==> src/rtl/core/mirror_reflection_point_assert.svh <==
// ----------------------------------------------------------------------------
// Mirror reflection point assertion macros
// Shorthand for the concurrent checks at the end of the top level.
// ----------------------------------------------------------------------------
`ifndef MIRROR_REFLECTION_POINT_ASSERT_SVH
`define MIRROR_REFLECTION_POINT_ASSERT_SVH

// Check that is switched off while reset is held.
`define MRP_ASSERT(lbl, prop, msg) \
    lbl: assert property (@(posedge i_clk) disable iff (!i_rst_n) prop) \
        else $error(msg);

// Check that also holds across reset.
`define MRP_ASSERT_ALWAYS(lbl, prop, msg) \
    lbl: assert property (@(posedge i_clk) prop) else $error(msg);

`endif

==> src/rtl/core/mrp_pkg.sv <==
// ----------------------------------------------------------------------------
// Mirror reflection point package
// Shared constants and the per-item control flags.
// ----------------------------------------------------------------------------
package mrp_pkg;

    // Width of the normal threshold register.
    localparam int THR_W = 31;

    // Control flags that travel with each item down the pipeline.
    typedef struct packed {
        logic       degen;  // normal unusable, eye point is returned
        logic [2:0] qneg;   // sign of the correction term per axis
    } t_flags;

endpackage

==> src/rtl/core/mrp_post.sv <==
// ----------------------------------------------------------------------------
// Mirror reflection point output stage
// Applies the signed correction, saturates and holds the result.
// ----------------------------------------------------------------------------
module mrp_post
    import mrp_pkg::*;
#(
    parameter int COORD_WIDTH = 32
) (
    input  logic                                  i_clk,
    input  logic                                  i_rst_n,
    input  logic                                  i_valid,
    output logic                                  o_stall,
    input  logic [2:0][COORD_WIDTH+1:0]           i_quo,
    input  logic [2:0][COORD_WIDTH+1:0]           i_base,
    input  t_flags                                i_flags,
    output logic                                  o_valid,
    input  logic                                  i_stall,
    output logic [2:0][COORD_WIDTH-1:0]           o_res,
    output logic                                  o_degen,
    output logic                                  o_sat
);

    localparam int W  = COORD_WIDTH;
    localparam int RW = W + 4;

    logic [2:0][RW-1:0] w_q;
    logic [2:0][RW-1:0] w_r;
    logic [2:0]         w_over;
    logic [2:0][W-1:0]  w_res;
    logic               w_en;

    always_comb begin
        for (int i = 0; i < 3; i++) begin
            if (i_flags.degen) begin
                w_q[i] = '0;
            end else if (i_flags.qneg[i]) begin
                w_q[i] = ~RW'(i_quo[i]) + RW'(1);
            end else begin
                w_q[i] = RW'(i_quo[i]);
            end
            w_r[i]    = {{2{i_base[i][W+1]}}, i_base[i]} + w_q[i];
            w_over[i] = !((&w_r[i][RW-1:W-1]) || !(|w_r[i][RW-1:W-1]));
            if (!w_over[i]) begin
                w_res[i] = w_r[i][W-1:0];
            end else if (w_r[i][RW-1]) begin
                w_res[i] = {1'b1, {(W-1){1'b0}}};
            end else begin
                w_res[i] = {1'b0, {(W-1){1'b1}}};
            end
        end
    end

    logic              r_v;
    logic [2:0][W-1:0] r_res;
    logic              r_degen;
    logic              r_sat;

    assign w_en = !r_v || !i_stall;

    always_ff @(posedge i_clk) begin
        if (!i_rst_n) begin
            r_v <= 1'b0;
        end else if (w_en) begin
            r_v <= i_valid;
        end
    end

    always_ff @(posedge i_clk) begin
        if (w_en) begin
            r_res   <= w_res;
            r_degen <= i_flags.degen;
            r_sat   <= |w_over;
        end
    end

    assign o_stall = !w_en;
    assign o_valid = r_v;
    assign o_res   = r_res;
    assign o_degen = r_degen;
    assign o_sat   = r_sat;

endmodule

==> config.mk <==
export PLATFORM = sky130hd
export DESIGN_NAME = mrp_post
export DESIGN_NICKNAME = d
export VERILOG_FILES = /design/src/rtl/core/mirror_reflection_point_assert.svh /design/src/rtl/core/mrp_pkg.sv /design/src/rtl/core/mrp_post.sv
export SDC_FILE = /design/constraint.sdc
export NUM_CORES = 1
export LEC_CHECK = 0
export ABC_AREA = 0
export BUFFER_PORTS_ARGS = -buffer_cell sky130_fd_sc_hd__buf_2
export CAP_MARGIN = 10
export CELL_PAD_IN_SITES_DETAIL_PLACEMENT = 1
export CELL_PAD_IN_SITES_GLOBAL_PLACEMENT = 2
export CORE_ASPECT_RATIO = 1.25
export CORE_MARGIN = 3
export CORE_UTILIZATION = 28
export CTS_CLUSTER_SIZE = 30
export DETAILED_ROUTE_END_ITERATION = 16
export PLACE_DENSITY_LB_ADDON = 0.1
export SYNTH_ARGS = -nofsm -noshare
export SYNTH_HDL_FRONTEND = slang
export SYNTH_SLANG_ARGS = --single-unit
==> constraint.sdc <==
create_clock -name i_clk -period 4.79 [get_ports i_clk]
set_clock_uncertainty 0.15 [all_clocks]
set_input_delay 0 -clock i_clk [delete_from_list [all_inputs] [get_ports i_clk]]
set_output_delay 0 -clock i_clk [all_outputs]
set_load 0.005 [all_outputs]
Yosys cells after proc, flatten, opt, wreduce, memory -nomap -nowiden

Index checks and enable logic that the tools add are counted.

Bits in registers: 99
Output and inout port bits: 100

Add/sub/neg operators: 6
Multiplexer cells: 12
Bitwise operators: 3
Reduce and logical (&&, ||, !) cells: 20

Operators by type and width:

| cell                                                             | number |
|---|---|
| 36-bit two-way mux                                               | 6 |
| 32-bit two-way mux                                               | 6 |
| 36-bit by 1-bit adder with 36-bit output (second input constant) | 3 |
| 36-bit adder                                                     | 3 |
| 34-bit NOT with 36-bit output                                    | 3 |
| 5-bit AND reduction                                              | 3 |
| 5-bit OR reduction                                               | 3 |
| 1-bit logical NOT                                                | 9 |
| 1-bit logical OR                                                 | 4 |
| 3-bit OR reduction                                               | 1 |

Depth between registers and ports, before layout

Gate-level depths: netlist (run 1).

Depth after elaboration: 10
Mapped depth: 24

Least setup slack after synthesis (run 1)

No wires, ideal clock.

Path kind: input-to-reg
From: input port i_quo[9] (netlist name)
To: register r_res, in the netlist o_res[11] (data pin)
Setup time: 261 ps
Arrival time: 4848 ps
Data required time: 4379 ps
Slack: -468 ps
Stages on the path: 17
Path through: or3_4 -> or4_4 -> or3_2 -> or2_2 -> clkbuf_1 -> or4_1 -> nand2_1 -> xor2_1 -> nor2_1 -> ha_1 -> and3_1 -> nand4_1 -> o41ai_1 -> xor2_1 -> o41ai_2 -> clkbuf_2 -> o21ai_1

RTL lines:

| what                   | RTL line       | text |
|---|---|---|
| start: declaration     | mrp_post.sv:14 | `input logic [2:0][COORD_WIDTH+1:0] i_quo,` |
| end signal: assignment | mrp_post.sv:71 | `r_res <= w_res;` |
| end: declaration       | mrp_post.sv:55 | `logic [2:0][W-1:0] r_res;` |

==> flow_summary.ini, run 1 <==
[synth]
synth-seq-area-share_pct = 25.0
synth_cells = 1458
synth_fa_ha_area_share_pct = 11.9
synth_compound_area_share_pct = 26.1
ys_warn_count = 0
muxShareOfSynthArea_pct = 0.675
synth_xor_area_share_pct = 14.2
synth_nets = 1781
synth_top_family_by_area = compound AO/OA/AOI/OAI gates
synth_seq_cells = 99
synth-edff-count = 98
syn_area_per_cell_sq_um = 8.13
ys.flop_type = edfxtp_1
yosys.area_share.simple_pct = 18.3
synthArstFlopShare_pct = 0
syn_area_sq_mm = 0.0119
yosys.cell_types.count = 72

[pwr]
p_leak_nw = 8.47
p_per_area_mw_per_mm2 = 280
ir_drop_v = 0.000187

[detailed_routing]
vias_per_cell = 5.05
drc = 0
detail-route-antenna-nets = 0
wl_mm = 50.7
drt_iter0_drc = 567
wl_per_cell_microns = 19.1
vias = 13384
dr.pass1.iters = 4

[global_routing]
grt_usage_pct = 21.0
grt_max_degree = 67
antenna_found_initial = 13
grt_pass1_vias = 14288
grt_pass1_wl_mm = 75.3
overflow = 0

[clocking]
clk_latency_ns = 0.39
cts_buffers = 9
cts_sinks = 99
cts_buffer_depth = 2
cts_tree = built
cts-root-buf = clkbuf_16
h-tree-depth = 3
cts.clk_slew.worst_paths_ns = 0.08

[run]
maxCapViolCount = 0

[final_layout]
area_growth_pct = 55.4
drive_above_1_share_pct = 43.5
post-route-util_pct = 44.5
nets = 2411
final_cell_mix = buf_4 (328), buf_2 (307), nor2_1 (154)
fill_cells = 5012
final_common_cell = buf_4

[timing]
final_max_slew_viol_count = 0
setup_tns_ns = -1.19
min_period_ns = 4.85
setup_violations = 38
holdWs_ns = -0.00512
hold_viol = 1
finalCritPeriodShare_pct = 101
rsz0062_at_grt = yes
setup_ws_ns = -0.0605
tightest_slew_ns = 0.998
slew_headroom_pct = 33.5
fmax_mhz = 206

[placement]
gp_congestion = 0.880
place_ws_ns = -0.847
dp_hpwl_mm = 40.3
io_buffers = 311

[floorplanning]
die_w_microns = 190
die-area_sq_mm = 0.0449
initial_core_util_pct = 28.6
fp.coreArea_sq_mm = 0.0414
die_h_microns = 236
rows = 83
io_pins = 312

[worst_setup_path]
critPathRequiredTime_ns = 4.78
slowest_stage = or4_4
worstPathArrival_ns = 4.84
worstSetupEndpointType = flop
slowest_delay_ns = 0.53
worstPathMaxFanout = 6
critical_path_buf_inv_count = 3
critPathTopFamily = simple AND/OR/NAND/NOR gates
crit_chain = buf_6, or3_4, or4_4, or4_4, or3_4, or2_4, o21ai_2, xor2_1, nor2_1, ha_1, and3_4, a221o_1, a21oi_2, o31a_1, o41ai_4, a221oi_2, xnor2_2, a41oi_4, buf_12, clkbuf_16, o21ai_2
crit_type = primary input to flop
critPathLaunchType = primary input

[outcome]
status = finished, violations left
violations = hold timing, setup timing

[worst_hold_path]
hold_path.class = primary input to flop
-- worst register-to-register path, stage by stage, from the launching register on --
cell     delay (ns)
dfxtp_1        0.35
nand2_4        0.68
buf_4          0.62
-- kinds of logic (layout without fill, tap and decap cells) --
family	after synthesis	count (layout)
compound gates	486	486
mux	8	8
simple gates	453	453
buf+inv	110	744
other cells	0	5
flops	99	99
fa+ha+maj	111	111
xor+xnor	191	191
-- stage by stage --
stage | area, sq um | cells | power, W
5_1_grt | 18400 | 2645 | 0.00549
6_report | 18400 | 2649 | 0.00516
2_1_floorplan | 12100 | 1458 | 0.00260
3_3_place_gp | 16500 | 2577 | 0.00373
3_5_place_dp | 16500 | 2577 | 0.00377
4_1_cts | 17100 | 2608 | 0.00472
-- cells in the mapped netlist (12+ instances only) --
cell / instances / share of area [%]
a21o_1: 37 / 2.3
a21oi_1: 130 / 5.5
clkbuf_1: 55 / 1.7
edfxtp_1: 98 / 25
ha_1: 108 / 11
inv_1: 48 / 1.5
nand2_1: 102 / 3.2
nand2b_1: 16 / 0.84
nand3_1: 27 / 1.1
nand4_1: 21 / 1.1
nor2_1: 158 / 5.0
nor3_1: 28 / 1.2
nor4_1: 12 / 0.63
o21ai_0: 121 / 5.1
o21ai_1: 18 / 0.76
o21bai_1: 19 / 1.2
o31ai_1: 44 / 2.8
o41ai_1: 12 / 0.89
or2_2: 12 / 0.63
or3_1: 30 / 1.6
xnor2_1: 51 / 3.8
xor2_1: 139 / 10
-- registers in the layout, indices dropped and copies added, names as in the netlist --
signal	flops
o_res	96
o_degen	1
o_sat	1
o_valid	1
-- final cells by class --
cell class,count,area [sq um],share of cell area (%)
multi-input cells,1249,9550,51.8
repair buffers,681,4720,25.6
flip-flops and latches,99,2960,16.1
well taps,552,691,3.75
clock buffers,9,225,1.22
inverters,48,180,0.978
clock inverters,6,90.1,0.489
diodes,5,12.5,0.0679
-- power by group --
part / total [W] / switching (W) / internal, W
Combinational: 0.00295 / 0.00154 / 0.00140
Clock: 0.000852 / 0.000393 / 0.000459
Sequential: 0.00136 / 0.0000803 / 0.00128
Total: 0.00516 / 0.00202 / 0.00314
-- per-layer routing --
| layer | global-route usage (%) | routed length, microns | up-vias |
|---|---|---|---|
| li1 | - | - | 6651 |
| met1 | 24.0 | 20600 | 6393 |
| met2 | 39.1 | 26400 | 252 |
| met3 | 4.59 | 2480 | 70 |
| met4 | 5.45 | 1020 | 18 |
| met5 | 0 | 118 | - |
-- final timing paths --
check / slack, ns / cells after the start / endpoint / startpoint
setup reg to reg: 2.58 / 2 / o_res[65]$_DFFE_PN_ / o_valid$_SDFFE_PN0N_
hold / removal: -0.005 / 1 / o_degen$_DFFE_PN_ / i_flags[3]
setup / recovery: -0.06 / 21 / o_res[19]$_DFFE_PN_ / i_quo[9]
hold reg to reg: 1.11 / 1 / o_degen$_DFFE_PN_ / o_valid$_SDFFE_PN0N_
-- repair_timing --
action	in CTS	in global routing
buffers inserted	9	25
endpoints found under the hold margin	5	0
hold buffers	6	0
pin swaps	9	50
resized for setup	50	207
gates cloned	1	12
setup endpoints to repair	59	95
(Power assumes the default switching activity.)
==> run 2: changes to the inputs <==
--- a/config.mk
+++ b/config.mk
@@ -16,6 +16,7 @@
 export CTS_CLUSTER_SIZE = 30
 export DETAILED_ROUTE_END_ITERATION = 16
 export PLACE_DENSITY_LB_ADDON = 0.1
+export SKIP_LAST_GASP = 1
 export SYNTH_ARGS = -nofsm -noshare
 export SYNTH_HDL_FRONTEND = slang
 export SYNTH_SLANG_ARGS = --single-unit
==> run 2 against run 1 <==
Against the previous run: the run still ends with hold timing, setup timing left; sequential share of layout area about the same; largest power group unchanged; final cell count about the same; via count about the same.
==> flow_summary.ini, run 2 (same netlist as run 1, synthesis figures left out) <==
[timing]
setup_violations = 55
setup_tns_ns = -3.31
setup_ws_ns = -0.0970
rsz0062_at_grt = yes
min_period_ns = 4.89
hold_viol = 1
fmax_mhz = 205
tightest_slew_ns = 0.991
slew_headroom_pct = 34.0
final_max_slew_viol_count = 0
holdWs_ns = -0.000356
finalCritPeriodShare_pct = 102

[worst_setup_path]
worstPathMaxFanout = 6
worstPathArrival_ns = 4.87
critPathLaunchType = primary input
crit_type = primary input to flop
r2r_setup_slack_ns = 2.58
critPathLaunch = i_quo[39]
critPathRequiredTime_ns = 4.77
setup.worst_path.end = o_res[50]$_DFFE_PN_
r2r_end = o_res[30]$_DFFE_PN_
worstSetupEndpointType = flop
r2r-start = o_valid$_SDFFE_PN0N_
worst-r2r-cell-count = 2

[clocking]
cts_buffers = 9
clk_latency_ns = 0.39
cts.clk_slew.worst_paths_ns = 0.08
cts_sinks = 99
cts_tree = built
cts_buffer_depth = 2
h-tree-depth = 3
cts-root-buf = clkbuf_16

[pwr]
p_per_area_mw_per_mm2 = 279
intPower_w = 0.00313
switchingPower_w = 0.00200
combPwrFrac_pct = 56.8
finalPower_w = 0.00513
p_leak_nw = 8.49
power_frac_seq_pct = 26.6
pwr-share-clk_pct = 16.6
ir_drop_v = 0.000190
sw_frac_of_total_pct = 38.9

[final_layout]
drive_above_1_share_pct = 43.3
final_cell_mix = buf_4 (330), buf_2 (307), nor2_1 (155)
stdcell_area_sq_mm = 0.0184
nets = 2413
largest_register_ffs = 96
post-route-util_pct = 44.5
area_growth_pct = 55.3
final_common_cell = buf_4

[floorplanning]
die_w_microns = 190
io_pins = 312
initial_core_util_pct = 28.6
fp.coreArea_sq_mm = 0.0414
die_h_microns = 236
die-area_sq_mm = 0.0449
rows = 83

[detailed_routing]
vias_per_cell = 5.05
drt_iter0_drc = 511
drc = 0
wl_mm = 50.5
dr.pass1.iters = 6
wl_per_cell_microns = 19.1
detail-route-antenna-nets = 0
vias = 13393

[worst_hold_path]
hold_path.class = primary input to flop

[placement]
dp_hpwl_mm = 40.3
gp_congestion = 0.880
dpl-instance-area_sq_mm = 0.0165
io_buffers = 311

[global_routing]
overflow = 0
grt_usage_pct = 21.0
grt_max_degree = 67
grt_pass1_wl_mm = 75.2
grt_pass1_vias = 14284
antenna_found_initial = 13

[outcome]
violations = hold timing, setup timing
status = finished, violations left

[run]
maxCapViolCount = 0
run 2: changes by cell type in the layout (fill, tap and decap cells not counted), sizes merged:
cell / delta
buf: +2
diode: -1
run 2: layout make-up:
class | instances | area [sq um]
clock inverter | 6 | 90.1
fill | 5005 | 23000
inverter | 48 | 180
clock buffer | 9 | 225
tap | 552 | 691
sequential | 99 | 2960
antenna | 4 | 10.0
multi-input combinational | 1249 | 9530
timing repair buffer | 683 | 4740
run 2: how the worst min path moves through the flow:
stage	start	end	slack (ns)	cells after the start
floorplan	i_flags[3]	o_degen$_DFFE_PN_	-0.05	0
global placement	i_rst_n	o_valid$_SDFFE_PN0N_	0.05	2
detailed placement	i_rst_n	o_valid$_SDFFE_PN0N_	0.07	2
CTS	i_flags[3]	o_degen$_DFFE_PN_	0.0007	1
global route	i_flags[3]	o_degen$_DFFE_PN_	0.02	1
finish	i_flags[3]	o_degen$_DFFE_PN_	-0.0004	1
run 2: per-stage QoR:
stage          worst slack [ns]  instances  hold slack [ns]
5_1_grt                  -0.267       2647           0.0171
6_report                -0.0970       2650        -0.000356
4_1_cts                 -0.0524       2608         0.000682
3_3_place_gp             -0.683       2577           0.0530
2_1_floorplan            -0.124       1458          -0.0511
3_5_place_dp             -0.847       2577           0.0682
run 2: worst max-delay path, stage by stage:
cell       delay, ns
buf_6           0.09
or3_4           0.38
or4_4           0.51
or4_4           0.54
nor4_4          0.14
buf_4           0.15
nand2_4         0.06
o31ai_4         0.26
xor2_1          0.16
nor2_1          0.06
ha_1            0.30
nand2_2         0.07
or3_1           0.32
nor3_2          0.15
o2111ai_2       0.19
and3_4          0.24
o21ai_4         0.15
xor2_2          0.10
or4_4           0.60
nand2_8         0.14
clkbuf_16       0.17
o21ai_2         0.06
run 2: repair_timing:
action | 4_1_cts | 5_1_grt
hold buffers | 6 | 0
setup buffers | 9 | 28
endpoints found under the setup margin | 59 | 95
pin swaps | 9 | 64
resized for setup | 44 | 210
endpoints found under the hold margin | 5 | 0
gates cloned | 1 | 11
run 2: power by group through the flow:
stage	sequential (W)	combinational (W)	clock, W
6_report	0.00136	0.00292	0.000852
2_1_floorplan	0.00140	0.00120	0
4_1_cts	0.00137	0.00247	0.000881
3_3_place_gp	0.00138	0.00235	0
3_5_place_dp	0.00139	0.00238	0
5_1_grt	0.00139	0.00317	0.000897
run 2: routing by layer:
layer	wire [microns]	GRT usage [%]	vias up	share of wire, %
met5	106	0	-	0.21
met4	1120	5.45	18	2.2
met3	2420	4.59	70	4.8
met2	26200	39.0	266	52
met1	20700	24.0	6382	41
li1	-	-	6657	-
